## src/design/rle_pkg.sv

```systemverilog
package rle_pkg;

  typedef enum logic [1:0] {
    CMD_BYTE  = 2'd0,
    CMD_EMIT  = 2'd1,
    CMD_START = 2'd2
  } cmd_t;

  typedef enum logic [2:0] {
    TOK_NEED_BYTE  = 3'd0,
    TOK_ONE_PIX    = 3'd1,
    TOK_TWO_PIX    = 3'd2,
    TOK_RUN        = 3'd3,
    TOK_EOL_ALIGN  = 3'd4,
    TOK_EOL_SKIP   = 3'd5,
    TOK_BLANK_LINE = 3'd6
  } tok_kind_t;

  localparam int unsigned LINE_W   = 10;
  localparam int unsigned FRAME_W  = 18;
  localparam int unsigned RUN_W    = 15;
  localparam int unsigned CFG_W    = 18;

  localparam logic CFG_LINE_WIDTH   = 1'b0;
  localparam logic CFG_FRAME_PIXELS = 1'b1;

  localparam logic [LINE_W-1:0]  LINE_WIDTH_RST   = 10'd320;
  localparam logic [FRAME_W-1:0] FRAME_PIXELS_RST = 18'd76800;
  localparam logic [LINE_W-1:0]  LINE_WIDTH_MIN   = 10'd3;
  localparam logic [RUN_W-1:0]   RUN_CONTINUE     = 15'h7FFF;

  typedef struct packed {
    logic [1:0] cmd;
    logic [7:0] stream_byte;
  } in_item_t;

  typedef struct packed {
    logic [2:0]        token_kind;
    logic              pixel_white;
    logic [LINE_W-1:0] run_extra;
    logic              frame_done;
  } out_item_t;

endpackage

```

## src/design/rle_video_to_scanline_tokens.sv

```systemverilog
// Channel   Signals                        Moves
// in        in_valid/in_ready/in_data      command: stream byte, emit, start
// out       out_valid/out_ready/out_data   one draw token per emit command
// cfg       cfg_we/cfg_index/cfg_wdata     line_width, frame_pixels
//
// One transaction per cycle on the input while in_ready is high; decoder state
// loads at the accept edge, and the token goes to the output register (or
// to a second output slot that absorbs one token while out_ready is low);
// in_ready drops only when both slots are full. Reset (sync, active low) clears
// the decoder state and loads the register defaults; no clearing pass.
module rle_video_to_scanline_tokens
  import rle_pkg::*;
#(
  parameter int unsigned MAX_LINE_WIDTH   = 1023,
  parameter int unsigned MAX_FRAME_PIXELS = 262143
) (
  input  logic             clk,
  input  logic             rst_n,
  input  logic             in_valid,
  output logic             in_ready,
  input  in_item_t         in_data,
  output logic             out_valid,
  input  logic             out_ready,
  output out_item_t        out_data,
  input  logic             cfg_we,
  input  logic             cfg_index,
  input  logic [CFG_W-1:0] cfg_wdata
);

  // line_width register is 10 bits, frame_pixels 18 bits: caps above that
  // never bind
  localparam int unsigned WMAX = (MAX_LINE_WIDTH > 1023) ? 1023 : MAX_LINE_WIDTH;
  localparam int unsigned FMAX = (MAX_FRAME_PIXELS > 262143) ? 262143 : MAX_FRAME_PIXELS;
  localparam logic [LINE_W-1:0]  WCAP = WMAX[LINE_W-1:0];
  localparam logic [FRAME_W-1:0] FCAP = FMAX[FRAME_W-1:0];
  localparam int unsigned PW = (MAX_FRAME_PIXELS < 2) ? 1 : $clog2(MAX_FRAME_PIXELS + 1);
  localparam int unsigned CW = (PW > FRAME_W) ? PW : FRAME_W;
  localparam logic [PW-1:0] PSAT = MAX_FRAME_PIXELS[PW-1:0];

  logic [LINE_W-1:0]  line_width_r;
  logic [FRAME_W-1:0] frame_pixels_r;

  logic [RUN_W-1:0]  run_left_r,     run_left_nxt;
  logic [6:0]        varint_low_r,   varint_low_nxt;
  logic              varint_half_r,  varint_half_nxt;
  logic              color_white_r,  color_white_nxt;
  logic              flip_pending_r, flip_pending_nxt;
  logic [LINE_W-1:0] line_pos_r,     line_pos_nxt;
  logic              word_parity_r,  word_parity_nxt;
  logic [PW-1:0]     pixels_done_r,  pixels_done_nxt;

  out_item_t out_r, skid_r, res;
  logic      out_valid_r, skid_valid_r;
  logic      has_res;

  logic              in_fire, out_fire;
  logic [LINE_W-1:0] width_clip, width_eff;
  logic [FRAME_W-1:0] frame_eff;
  logic [LINE_W-1:0] room, cut;
  logic [CW:0]       sum;
  logic [RUN_W-1:0]  load_len;
  logic              load_en;

  assign in_fire   = in_valid & in_ready;
  assign out_fire  = out_valid_r & out_ready;
  assign in_ready  = ~skid_valid_r;
  assign out_valid = out_valid_r;
  assign out_data  = out_r;

  always_comb begin
    width_clip = (line_width_r > WCAP) ? WCAP : line_width_r;
    width_eff  = (width_clip < LINE_WIDTH_MIN) ? LINE_WIDTH_MIN : width_clip;
    frame_eff  = (frame_pixels_r > FCAP) ? FCAP : frame_pixels_r;
    room       = width_eff - line_pos_r;
    cut        = (run_left_r > RUN_W'(room)) ? room : run_left_r[LINE_W-1:0];
    sum        = (CW + 1)'(pixels_done_r) + (CW + 1)'(cut);
  end

  always_comb begin
    run_left_nxt     = run_left_r;
    varint_low_nxt   = varint_low_r;
    varint_half_nxt  = varint_half_r;
    color_white_nxt  = color_white_r;
    flip_pending_nxt = flip_pending_r;
    line_pos_nxt     = line_pos_r;
    word_parity_nxt  = word_parity_r;
    pixels_done_nxt  = pixels_done_r;
    has_res          = 1'b0;
    res              = '0;
    load_en          = 1'b0;
    load_len         = '0;

    unique case (in_data.cmd)
      CMD_START: begin
        run_left_nxt     = '0;
        varint_low_nxt   = '0;
        varint_half_nxt  = 1'b0;
        color_white_nxt  = 1'b0;
        flip_pending_nxt = 1'b0;
        line_pos_nxt     = '0;
        word_parity_nxt  = 1'b0;
        pixels_done_nxt  = '0;
      end
      CMD_BYTE: begin
        // bytes arriving while a run is pending are dropped
        if (run_left_r == '0) begin
          if (varint_half_r) begin
            varint_half_nxt = 1'b0;
            load_en         = 1'b1;
            load_len        = {in_data.stream_byte, varint_low_r};
          end else if (in_data.stream_byte[7]) begin
            varint_low_nxt  = in_data.stream_byte[6:0];
            varint_half_nxt = 1'b1;
          end else begin
            load_en  = 1'b1;
            load_len = RUN_W'(in_data.stream_byte);
          end
        end
      end
      CMD_EMIT: begin
        has_res = 1'b1;
        priority if (line_pos_r >= width_eff) begin
          res.token_kind  = word_parity_r ? TOK_EOL_ALIGN : TOK_EOL_SKIP;
          line_pos_nxt    = '0;
          word_parity_nxt = 1'b0;
        end else if (CW'(pixels_done_r) >= CW'(frame_eff)) begin
          res.token_kind  = TOK_BLANK_LINE;
          res.run_extra   = width_eff - LINE_WIDTH_MIN;
          line_pos_nxt    = '0;
          word_parity_nxt = 1'b0;
        end else if (run_left_r == '0) begin
          res.token_kind = TOK_NEED_BYTE;
        end else begin
          run_left_nxt    = run_left_r - RUN_W'(cut);
          line_pos_nxt    = line_pos_r + cut;
          pixels_done_nxt = (sum > (CW + 1)'(MAX_FRAME_PIXELS)) ? PSAT : sum[PW-1:0];
          res.pixel_white = color_white_r;
          if (cut == LINE_W'(1)) begin
            res.token_kind = TOK_ONE_PIX;
          end else if (cut == LINE_W'(2)) begin
            res.token_kind  = TOK_TWO_PIX;
            word_parity_nxt = ~word_parity_r;
          end else begin
            res.token_kind  = TOK_RUN;
            res.run_extra   = cut - LINE_WIDTH_MIN;
            word_parity_nxt = ~word_parity_r;
          end
        end
        res.frame_done = CW'(pixels_done_nxt) >= CW'(frame_eff);
      end
      default: ;
    endcase

    // a maximal run keeps the current color for the next one
    if (load_en) begin
      if (flip_pending_r) color_white_nxt = ~color_white_r;
      run_left_nxt     = load_len;
      flip_pending_nxt = (load_len != RUN_CONTINUE);
    end
  end

  always_ff @(posedge clk) begin
    if (!rst_n) begin
      line_width_r   <= LINE_WIDTH_RST;
      frame_pixels_r <= FRAME_PIXELS_RST;
      run_left_r     <= '0;
      varint_low_r   <= '0;
      varint_half_r  <= 1'b0;
      color_white_r  <= 1'b0;
      flip_pending_r <= 1'b0;
      line_pos_r     <= '0;
      word_parity_r  <= 1'b0;
      pixels_done_r  <= '0;
      out_valid_r    <= 1'b0;
      skid_valid_r   <= 1'b0;
    end else begin
      if (cfg_we) begin
        unique case (cfg_index)
          CFG_LINE_WIDTH:   line_width_r   <= cfg_wdata[LINE_W-1:0];
          CFG_FRAME_PIXELS: frame_pixels_r <= cfg_wdata[FRAME_W-1:0];
          default: ;
        endcase
      end
      if (in_fire) begin
        run_left_r     <= run_left_nxt;
        varint_low_r   <= varint_low_nxt;
        varint_half_r  <= varint_half_nxt;
        color_white_r  <= color_white_nxt;
        flip_pending_r <= flip_pending_nxt;
        line_pos_r     <= line_pos_nxt;
        word_parity_r  <= word_parity_nxt;
        pixels_done_r  <= pixels_done_nxt;
      end
      // skid slot full implies in_ready low, so no new token competes
      if (!out_valid_r || out_fire) begin
        if (skid_valid_r) begin
          out_valid_r  <= 1'b1;
          skid_valid_r <= 1'b0;
        end else begin
          out_valid_r <= in_fire & has_res;
        end
      end else if (in_fire && has_res) begin
        skid_valid_r <= 1'b1;
      end
    end
  end

  always_ff @(posedge clk) begin
    if (!out_valid_r || out_fire) begin
      out_r <= skid_valid_r ? skid_r : res;
    end else if (in_fire && has_res) begin
      skid_r <= res;
    end
  end

endmodule
```

## config.mk

```make
export PLATFORM = sky130hd
export DESIGN_NAME = rle_video_to_scanline_tokens
export DESIGN_NICKNAME = d
export VERILOG_FILES = /design/src/design/rle_pkg.sv /design/src/design/rle_video_to_scanline_tokens.sv
export SDC_FILE = /design/constraint.sdc
export NUM_CORES = 1
export LEC_CHECK = 0
export BUFFER_PORTS_ARGS = -buffer_cell sky130_fd_sc_hd__buf_2
export CORE_MARGIN = 3
export CORE_UTILIZATION = 50
export DETAILED_ROUTE_END_ITERATION = 8
export GPL_TIMING_DRIVEN = 0
export PLACE_DENSITY = 0.64
export SETUP_SLACK_MARGIN = 0.2
export SLEW_MARGIN = 40
export SYNTH_ARGS = -nofsm -noshare
export SYNTH_HDL_FRONTEND = slang
export SYNTH_SLANG_ARGS = --single-unit
```

## constraint.sdc

```tcl
create_clock -name clk -period 9.85 [get_ports clk]
set_input_delay 1.97 -clock clk [delete_from_list [all_inputs] [get_ports clk]]
set_output_delay 1.97 -clock clk [all_outputs]
set_load 0.05 [all_outputs]
```

==> impl_metrics.csv, run 1 <==
group,metric,value,unit
pwr,p_leak,4.28,nW
detailed_routing,drt-total-wl,24.8,mm
yosys,ys_warn_count,0,
clocking,cts-buffers-inserted,17,
detailed_routing,antenna_left,0,
clocking,cts_tree,"done",
yosys,synth-seq-area-share,29.4,%
layout,area.growth.synth_to_final,13.9,%
die,core,16900,µm²
layout,mostFrequentLayoutCell,"nand2_1",
yosys,synthFlopType,"dfxtp_1",
clocking,clkSlewWorstSetupHoldPaths,60,ps
clocking,htreeDepth,4,
detailed_routing,post_drt_wl_per_cell,18.0,µm
worst_setup_path,path_class,"flip-flop to flip-flop",
layout,drive_gt1_share,12.8,%
sta,setup-violations-final,0,
detailed_routing,viasPerCell,5.83,
sta,fin_crit,9220,ps
worst_setup_path,crit_path_max_fanout,10,
outcome,status,"complete, no violations",
die,chipHeight,139,µm
clocking,holdBufCountCts,0,
clocking,clock-sinks,114,
detailed_routing,via_count,8057,
yosys,synthesis.instances,1078,
detailed_routing,drt_pre_antenna_iters,6,
worst_setup_path,startpoint_type,"flip-flop",
placed_design,post-dp-hpwl,19.5,mm
worst_setup_path,crit_arrival,9390,ps
yosys,ys_async_sr_fraction,0,%
yosys,ys_types,87,
die,pin_count,51,
clocking,insertion_delay,420,ps
placed_design,numPortBuffers,48,
sta,hold_viol_final,0,
sta,tightestPinTransition,815,ps
pwr,combPwrFrac,48.3,%
die,rows,47,
pwr,power_density,228,nW/µm²
yosys,synth.avg_cell_area,8.16,µm²
worst_setup_path,rr_startpoint,"line_width_r[4]$_SDFFE_PN0P_",
die,die-area,19200,µm²
global_routing,grt.met3_usage,4.10,%
sta,slew-limit-headroom,45.7,%
detailed_routing,drc_errors,0,
worst_setup_path,worst_setup_path_end_kind,"flip-flop",
job,maxCapViolCount,0,
pwr,p_sw_share,41.1,%
worst_setup_path,r2r-end,"out_data[0]$_DFFE_PP_",
die,die_x,139,µm
worst_setup_path,crit_slowest_cell,"or4_4",
pwr,p_seq_share,23.7,%
sta,fin_crit_sh,93.6,%
global_routing,grtUsageTotal,25.6,%
detailed_routing,drtIter0Drc,514,
sta,max_freq,109,MHz
worst_setup_path,critPathMaxStageDelay,500,ps
sta,hold_ws,456,ps
pwr,clockPowerShare,28.0,%
sta,drv_slew,0,
layout,final_util,59.4,%
global_routing,busiest_layer,"met2",
global_routing,grt_pass1_wl,39.8,mm
pwr,internal-power,0.00135,W
pwr,switchingPower,0.000942,W
worst_setup_path,r2r_cells,40,
global_routing,grt_max_degree,19,
global_routing,antenna_found_initial,0,
layout,nets,1278,
clocking,cts_root_buffer,"clkbuf_16",
yosys,synth-seq-cells,114,
sta,rsz0062_at_grt,"no",
global_routing,grt_overflow,0,
global_routing,grt_pass1_vias,7503,
layout,antenna_cells,0,
pwr,irDropWorstVdd,0.000171,V
worst_hold_path,hold_path.class,"flip-flop to flip-flop",
placed_design,gp_congestion,0.961,
yosys,synth-edff-count,30,
pwr,power.total,0.00229,W
clocking,clk_path_buf_depth,2,
worst_setup_path,reg2reg_slack,630,ps
placed_design,post-place-ws,-400,ps
worst_setup_path,required,10020,ps
worst_hold_path,hold_depth,2,
worst_setup_path,endpoint,"out_data[0]$_DFFE_PP_",
global_routing,groute.layer.met2.usage,41.5,%
yosys,netlist_area,8800,µm²
yosys,syn_nets,1208,
sta,fin_skew,11.0,ps
worst_setup_path,startpoint,"line_width_r[4]$_SDFFE_PN0P_",
placed_design,placedCellCount,1348,
layout,layoutNonFillerInstCount,1381,
sta,setup_ws,634,ps
layout,final_cell_mix,"nand2_1 (114), a21oi_1 (107), ha_1 (91), nor2_1 (87), dfxtp_1 (81)",
global_routing,use_met1,35.7,%
die,start_util,52.1,%
## cell usage after synthesis, types with 3 or more instances
| master | count | area, µm² |
|---|---|---|
| buf_2 | 7 | 35.0 |
| nor3_1 | 18 | 90.1 |
| a22oi_1 | 10 | 75.1 |
| mux2_2 | 11 | 124 |
| mux2i_1 | 7 | 70.1 |
| and2_1 | 14 | 87.6 |
| nor4b_1 | 3 | 26.3 |
| o21a_1 | 18 | 135 |
| o211a_1 | 4 | 40.0 |
| a31oi_1 | 7 | 43.8 |
| nand2_1 | 114 | 428 |
| or3_1 | 9 | 56.3 |
| nor2_1 | 88 | 330 |
| a21o_1 | 17 | 128 |
| o22ai_1 | 6 | 37.5 |
| o21ai_0 | 57 | 285 |
| nand3b_1 | 3 | 22.5 |
| and3_1 | 7 | 43.8 |
| ha_1 | 92 | 1150 |
| a21oi_1 | 111 | 556 |
| a311oi_1 | 4 | 35.0 |
| inv_1 | 61 | 229 |
| fa_1 | 4 | 80.1 |
| or2_2 | 6 | 37.5 |
| dfxtp_1 | 84 | 1680 |
| a21boi_0 | 3 | 22.5 |
| xor2_1 | 22 | 193 |
| a22o_1 | 11 | 96.3 |
| nand3_1 | 35 | 175 |
| o311ai_0 | 3 | 26.3 |
| o31ai_1 | 9 | 67.6 |
| clkbuf_1 | 42 | 158 |
| xnor2_1 | 22 | 193 |
| nand2b_1 | 19 | 119 |
| a211oi_1 | 14 | 105 |
| o211ai_1 | 8 | 60.1 |
| edfxtp_1 | 30 | 901 |
| o221ai_1 | 4 | 35.0 |
| or4_1 | 4 | 30.0 |
| nor2b_1 | 14 | 87.6 |
| nand4_1 | 13 | 81.3 |
| nor4_1 | 6 | 37.5 |
## power groups by stage
stage	Sequential [W]	Clock (W)	Combinational, W
final	0.000543	0.000641	0.00111
after global routing	0.000547	0.000671	0.00122
after CTS	0.000542	0.000646	0.00108
after detailed placement	0.000552	0	0.00106
after global placement	0.000551	0	0.00105
after floorplan	0.000594	0	0.000756
## metrics by stage
stage | setup TNS [ps] | area (µm²)
floorplan | 0 | 8800
global placement | -317 | 9310
detailed placement | -543 | 9330
CTS | 0 | 9950
global route | 0 | 10000
finish | 0 | 10000
## worst max-delay path: cells and delay by family, from the launching register on
| kind | cells | cell delay [ps] |
|---|---|---|
| adder cells (fa/ha/maj) | 6 | 1750 |
| flip-flops | 1 | 370 |
| AND/OR/NAND/NOR | 11 | 2050 |
| buffers and inverters | 5 | 820 |
| multiplexers | 1 | 280 |
| AO/OA/AOI/OAI | 17 | 3660 |
## worst min-delay path by stage
stage	start	to	slack, ps
after floorplan	frame_pixels_r[0]$_SDFFE_PN0P_	frame_pixels_r[0]$_SDFFE_PN0P_	440
after CTS	frame_pixels_r[0]$_SDFFE_PN0P_	frame_pixels_r[0]$_SDFFE_PN0P_	460
after global routing	frame_pixels_r[7]$_SDFFE_PN0P_	frame_pixels_r[7]$_SDFFE_PN0P_	480
final	frame_pixels_r[14]$_SDFFE_PN0P_	frame_pixels_r[14]$_SDFFE_PN0P_	460
after global placement	frame_pixels_r[9]$_SDFFE_PN0P_	frame_pixels_r[9]$_SDFFE_PN0P_	440
after detailed placement	frame_pixels_r[0]$_SDFFE_PN0P_	frame_pixels_r[0]$_SDFFE_PN0P_	450
## area by class of cell
type	count	area (µm²)
Multi-Input combinational cell	849	5830
Fill cell	1589	6850
Clock inverter	12	156
Timing Repair Buffer	51	258
Clock buffer	20	447
Sequential cell	114	2590
Tap cell	220	275
Buffer	52	231
Inverter	63	236
## timing repair
action,CTS,global route
setup endpoints to repair,2,2
pin swaps,1,4
setup buffers,0,1
resized for setup,8,19
## registers in the layout (all words and copies together), names as in the netlist
register / cells
pixels_done_r: 18
out_data: 15
color_white_r: 1
flip_pending_r: 1
skid_valid_r: 1
varint_half_r: 1
skid_r: 15
line_pos_r: 10
out_valid: 1
frame_pixels_r: 18
word_parity_r: 1
varint_low_r: 7
run_left_r: 15
line_width_r: 10
## routing by layer
layer  up-vias  wire length (µm)
met5         -                 0
met3        34              1330
met2       219             11400
li1       4059                 -
met1      3745             11500
met4         0               562
## kinds of logic (layout without fill, tap and decap cells)
| kind of cell | count (synthesis) | after routing | synth area share [%] |
|---|---|---|---|
| compound gates | 320 | 320 | 23.9 |
| xor+xnor | 44 | 44 | 4.38 |
| fa+ha+maj | 96 | 96 | 14.0 |
| buf+inv | 115 | 198 | 5.22 |
| flops | 114 | 114 | 29.4 |
| mux | 20 | 20 | 2.55 |
| simple gates | 369 | 369 | 20.7 |
Power figures use the tool's default switching activity.
==> inputs of run 2 (changes only) <==
--- a/config.mk
+++ b/config.mk
@@ -6,11 +6,12 @@
 export NUM_CORES = 1
 export LEC_CHECK = 0
 export BUFFER_PORTS_ARGS = -buffer_cell sky130_fd_sc_hd__buf_2
+export CORE_ASPECT_RATIO = 1.5
 export CORE_MARGIN = 3
-export CORE_UTILIZATION = 50
+export CORE_UTILIZATION = 35
 export DETAILED_ROUTE_END_ITERATION = 8
 export GPL_TIMING_DRIVEN = 0
-export PLACE_DENSITY = 0.64
+export PLACE_DENSITY = 0.48
 export SETUP_SLACK_MARGIN = 0.2
 export SLEW_MARGIN = 40
 export SYNTH_ARGS = -nofsm -noshare
==> run 2 against run 1 <==
Compared with the run above:
- critical path depth unchanged
- hold slack better by 5.0 ps
- final cell count grew 7.6%
- largest power group unchanged
==> impl_metrics.csv, run 2 (synthesis gave the netlist of run 1 again) <==
group,metric,value,unit
outcome,status,"complete, no violations",
die,chipHeight,200,µm
layout,nets,1279,
detailed_routing,viasPerCell,5.43,
clocking,cts_root_buffer,"clkbuf_16",
global_routing,grt_pass1_vias,7988,
clocking,clock-sinks,114,
worst_setup_path,crit_path_max_fanout,10,
layout,drive_gt1_share,13.2,%
placed_design,gp_congestion,0.883,
clocking,clk_path_buf_depth,2,
sta,setup-violations-final,0,
layout,area.growth.synth_to_final,15.7,%
sta,tightestPinTransition,801,ps
worst_hold_path,hold_path.class,"flip-flop to flip-flop",
global_routing,antenna_found_initial,0,
global_routing,grt_pass1_wl,44.2,mm
global_routing,grt_overflow,0,
sta,rsz0062_at_grt,"no",
worst_setup_path,crit_arrival,9300,ps
detailed_routing,drt_pre_antenna_iters,5,
sta,slew-limit-headroom,46.6,%
placed_design,numPortBuffers,48,
clocking,insertion_delay,420,ps
detailed_routing,drtIter0Drc,413,
worst_setup_path,critPathMaxStageDelay,510,ps
clocking,cts_tree,"done",
pwr,p_leak,4.29,nW
worst_setup_path,path_class,"flip-flop to flip-flop",
die,pin_count,51,
pwr,power_density,229,nW/µm²
job,maxCapViolCount,0,
die,rows,70,
sta,fin_crit_sh,92.7,%
pwr,power.total,0.00233,W
worst_setup_path,crit_slowest_cell,"or4_1",
die,core,24500,µm²
worst_setup_path,worst_setup_path_end_kind,"flip-flop",
clocking,cts-buffers-inserted,17,
sta,fin_crit,9130,ps
clocking,htreeDepth,4,
die,start_util,35.9,%
worst_setup_path,startpoint_type,"flip-flop",
detailed_routing,via_count,8073,
layout,reg_top3,"frame_pixels_r: 18 flops, pixels_done_r: 18 flops",
detailed_routing,post_drt_wl_per_cell,19.1,µm
detailed_routing,drc_errors,0,
pwr,irDropWorstVdd,0.000125,V
die,die_x,135,µm
layout,mostFrequentLayoutCell,"nand2_1",
detailed_routing,drt-total-wl,28.4,mm
sta,setup_ws,717,ps
layout,final_util,41.5,%
layout,final_cell_mix,"nand2_1 (114), a21oi_1 (107), ha_1 (91), nor2_1 (86), dfxtp_1 (81)",
detailed_routing,antenna_left,0,
global_routing,grt_max_degree,19,
clocking,clkSlewWorstSetupHoldPaths,60,ps
sta,drv_slew,0,
sta,hold_viol_final,0,
die,die-area,27100,µm²
global_routing,grtUsageTotal,20.9,%
placed_design,post-dp-hpwl,22.2,mm
placed_design,place_area,9480,µm²
sta,fin_skew,10.2,ps
clocking,holdBufCountCts,0,
layout,antenna_cells,0,
sta,max_freq,109,MHz
worst_setup_path,required,10020,ps
placed_design,post-place-ws,-321,ps
layout,fin_area,10200,µm²
==> run 2: worst paths after layout <==
path	start	to	slack [ps]	cells past startpoint
worst max-delay path	line_width_r[4]$_SDFFE_PN0P_	out_data[0]$_DFFE_PP_	720	40
worst min-delay path	frame_pixels_r[1]$_SDFFE_PN0P_	frame_pixels_r[1]$_SDFFE_PN0P_	460	2
worst max register to register	line_width_r[4]$_SDFFE_PN0P_	out_data[0]$_DFFE_PP_	720	40
worst min register to register	frame_pixels_r[1]$_SDFFE_PN0P_	frame_pixels_r[1]$_SDFFE_PN0P_	460	2
==> run 2: repair_timing <==
item	CTS	global route
endpoints found under the setup margin	2	2
setup buffers	0	2
resized for setup	9	18
pin swaps	1	4
==> run 2: worst max-delay path: cells and delay by family (launching register included) <==
kind	cells	cell delay [ps]
AOI/OAI and AO/OA	17	3580
DFF	1	360
muxes	1	280
adders and majority gates	6	1800
and+or+nand+nor	11	2020
buffers and inverters	5	810
==> run 2: cell type report <==
class                      count  area [µm²]
fill                        2557       14300
clock buffer                  17         425
multi-input combinational    849        5850
tap                          324         405
inverter                      63         236
sequential                   114        2590
buffer                        52         236
timing repair buffer          52         270
clock inverter                15         169
==> run 2: through the flow <==
stage	TNS, ps	instances	hold slack (ps)
floorplan	0	1078	435
global placement	-254	1450	444
detailed placement	-367	1452	451
CTS	0	1484	462
global route	0	1486	473
finish	0	1486	461
==> run 2: metal layers <==
metal	global-route usage, %	wire length [µm]	up-vias	part of all wire [%]
li1	-	-	4057	-
met1	24.6	11700	3830	41
met2	38.0	14900	141	53
met3	2.41	698	45	2.5
met4	8.68	1100	0	3.9
met5	0	0	-	0
==> run 2: power by group <==
part           total, W  switching [W]  internal, W
sequential     0.000544      0.0000264     0.000517
clock          0.000639       0.000260     0.000379
combinational   0.00114       0.000717     0.000427
total           0.00233        0.00100      0.00132
==> inputs of run 3 (changes only) <==
--- a/config.mk
+++ b/config.mk
@@ -7,11 +7,12 @@
 export LEC_CHECK = 0
 export BUFFER_PORTS_ARGS = -buffer_cell sky130_fd_sc_hd__buf_2
 export CORE_ASPECT_RATIO = 1.5
-export CORE_MARGIN = 3
-export CORE_UTILIZATION = 35
+export CORE_MARGIN = 2
+export CORE_UTILIZATION = 55
+export CTS_CLUSTER_DIAMETER = 50
 export DETAILED_ROUTE_END_ITERATION = 8
 export GPL_TIMING_DRIVEN = 0
-export PLACE_DENSITY = 0.48
+export PLACE_DENSITY = 0.7
 export SETUP_SLACK_MARGIN = 0.2
 export SLEW_MARGIN = 40
 export SYNTH_ARGS = -nofsm -noshare
==> run 3 against run 2 <==
Compared with the run above:
- total power decreased by 1.2%
- via count increased by 3.6%
- first-iteration DRC count increased by 28%
- highest routed layer unchanged
- combinational power about the same
- fmax decreased by 1.4%
- worst setup slack got worse by 130 ps
- register-to-register slack got worse by 130 ps
- non-clock buffer count decreased by 1
- global-route usage increased by 9.4 points
==> impl_metrics.csv, run 3 (synthesis gave the netlist of run 1 again) <==
group,metric,value,unit
sta,drv_slew,0,
detailed_routing,drtIter0Drc,529,
placed_design,post-place-ws,-45.0,ps
sta,setup_ws,584,ps
clocking,cts-buffers-inserted,17,
global_routing,grt_max_degree,19,
global_routing,antenna_found_initial,0,
placed_design,numPortBuffers,48,
worst_setup_path,critical_path.top_delay_family,"compound AO/OA/AOI/OAI gates",
global_routing,grt_overflow,0,
sta,max_freq,108,MHz
layout,area.growth.synth_to_final,13.5,%
clocking,clk_path_buf_depth,2,
sta,fin_crit_sh,94.1,%
clocking,clock-sinks,114,
job,maxCapViolCount,0,
placed_design,gp_congestion,0.903,
placed_design,post-dp-hpwl,19.8,mm
sta,fin_skew,12.1,ps
worst_setup_path,required,10020,ps
pwr,power_density,230,nW/µm²
worst_setup_path,startpoint_type,"flip-flop",
worst_setup_path,worst_setup_path_end_kind,"flip-flop",
global_routing,grt_pass1_wl,41.0,mm
layout,antenna_cells,0,
sta,tightestPinTransition,837,ps
detailed_routing,post_drt_wl_per_cell,18.8,µm
worst_setup_path,critPathBufInv,5,
worst_setup_path,crit_path_max_fanout,10,
global_routing,grtUsageTotal,30.4,%
global_routing,grt_pass1_vias,8189,
sta,slew-limit-headroom,44.2,%
die,chipHeight,159,µm
clocking,clkSlewWorstSetupHoldPaths,60,ps
die,die-area,17000,µm²
detailed_routing,drc_errors,0,
detailed_routing,via_count,8366,
die,die_x,107,µm
outcome,status,"complete, no violations",
die,rows,56,
die,start_util,56.3,%
pwr,irDropWorstVdd,0.000132,V
worst_setup_path,critPathMaxStageDelay,540,ps
clocking,cts_tree,"done",
worst_setup_path,path_class,"flip-flop to flip-flop",
pwr,p_leak,4.28,nW
layout,final_cell_mix,"nand2_1 (114), a21oi_1 (107), ha_1 (91), nor2_1 (87), dfxtp_1 (81)",
worst_setup_path,crit_slowest_cell,"or4_4",
sta,setup-violations-final,0,
sta,hold_ws,454,ps
clocking,insertion_delay,430,ps
detailed_routing,antenna_left,0,
layout,mostFrequentLayoutCell,"nand2_1",
layout,drive_gt1_share,12.8,%
sta,rsz0062_at_grt,"no",
detailed_routing,drt_pre_antenna_iters,6,
sta,hold_viol_final,0,
clocking,htreeDepth,4,
clocking,cts_root_buffer,"clkbuf_16",
die,pin_count,51,
worst_hold_path,hold_path.class,"flip-flop to flip-flop",
worst_setup_path,crit_arrival,9440,ps
die,core,15600,µm²
layout,nets,1278,
detailed_routing,viasPerCell,6.13,
detailed_routing,drt-total-wl,25.7,mm
sta,fin_crit,9270,ps
layout,reg_top3,"frame_pixels_r: 18 flops, pixels_done_r: 18 flops",
## run 3: routing by layer
| metal | track usage, % | vias to the layer above | part of all wire (%) |
|---|---|---|---|
| met5 | 0 | - | 0 |
| met4 | 15.5 | 0 | 5.4 |
| met3 | 4.39 | 82 | 4.5 |
| met2 | 53.0 | 269 | 51 |
| met1 | 35.4 | 3954 | 39 |
| li1 | - | 4061 | - |
## run 3: what timing repair did
action,CTS,global route
resized for setup,6,19
buffers inserted,1,0
hold buffers,0,0
setup endpoints to repair,2,2
pin swaps,1,3
## run 3: layout make-up
type                       instances  area (µm²)
multi-input combinational        849        5830
fill                            1443        5640
sequential                       114        2590
clock buffer                      17         425
timing repair buffer              51         260
tap                              203         254
inverter                          63         236
buffer                            52         229
clock inverter                    15         165
## run 3: path summary, 6_finish.rpt
check / start / end / slack (ps) / cells past startpoint
min reg2reg: frame_pixels_r[0]$_SDFFE_PN0P_ / frame_pixels_r[0]$_SDFFE_PN0P_ / 450 / 2
min: frame_pixels_r[0]$_SDFFE_PN0P_ / frame_pixels_r[0]$_SDFFE_PN0P_ / 450 / 2
max reg2reg: line_width_r[4]$_SDFFE_PN0P_ / out_data[0]$_DFFE_PP_ / 580 / 40
max: line_width_r[4]$_SDFFE_PN0P_ / out_data[0]$_DFFE_PP_ / 580 / 40
## run 3: worst reg2reg max path, delay by kind of cell (launching register included)
kind | cells | cell delay [ps]
AO/OA/AOI/OAI | 17 | 3570
adder cells (fa/ha/maj) | 6 | 1870
buffers and inverters | 5 | 820
flip-flops | 1 | 370
multiplexers | 1 | 280
AND/OR/NAND/NOR | 11 | 2140
## run 3: through the flow
stage / cell area [µm²] / setup TNS (ps) / total power [W] / utilization, % / cells
after CTS: 9930 / 0 / 0.00227 / 63.6 / 1364
after floorplan: 8800 / 0 / 0.00135 / - / 1078
final: 9990 / 0 / 0.00230 / 63.9 / 1364
after global routing: 9990 / 0 / 0.00242 / 63.9 / 1364
after global placement: 9290 / -35.1 / 0.00161 / 59.5 / 1329
after detailed placement: 9310 / -45.0 / 0.00163 / 59.6 / 1331
## run 3: power by group
group / total [W] / internal, W / switching (W)
registers: 0.000543 / 0.000517 / 0.0000258
clock network: 0.000630 / 0.000361 / 0.000269
logic: 0.00113 / 0.000421 / 0.000704
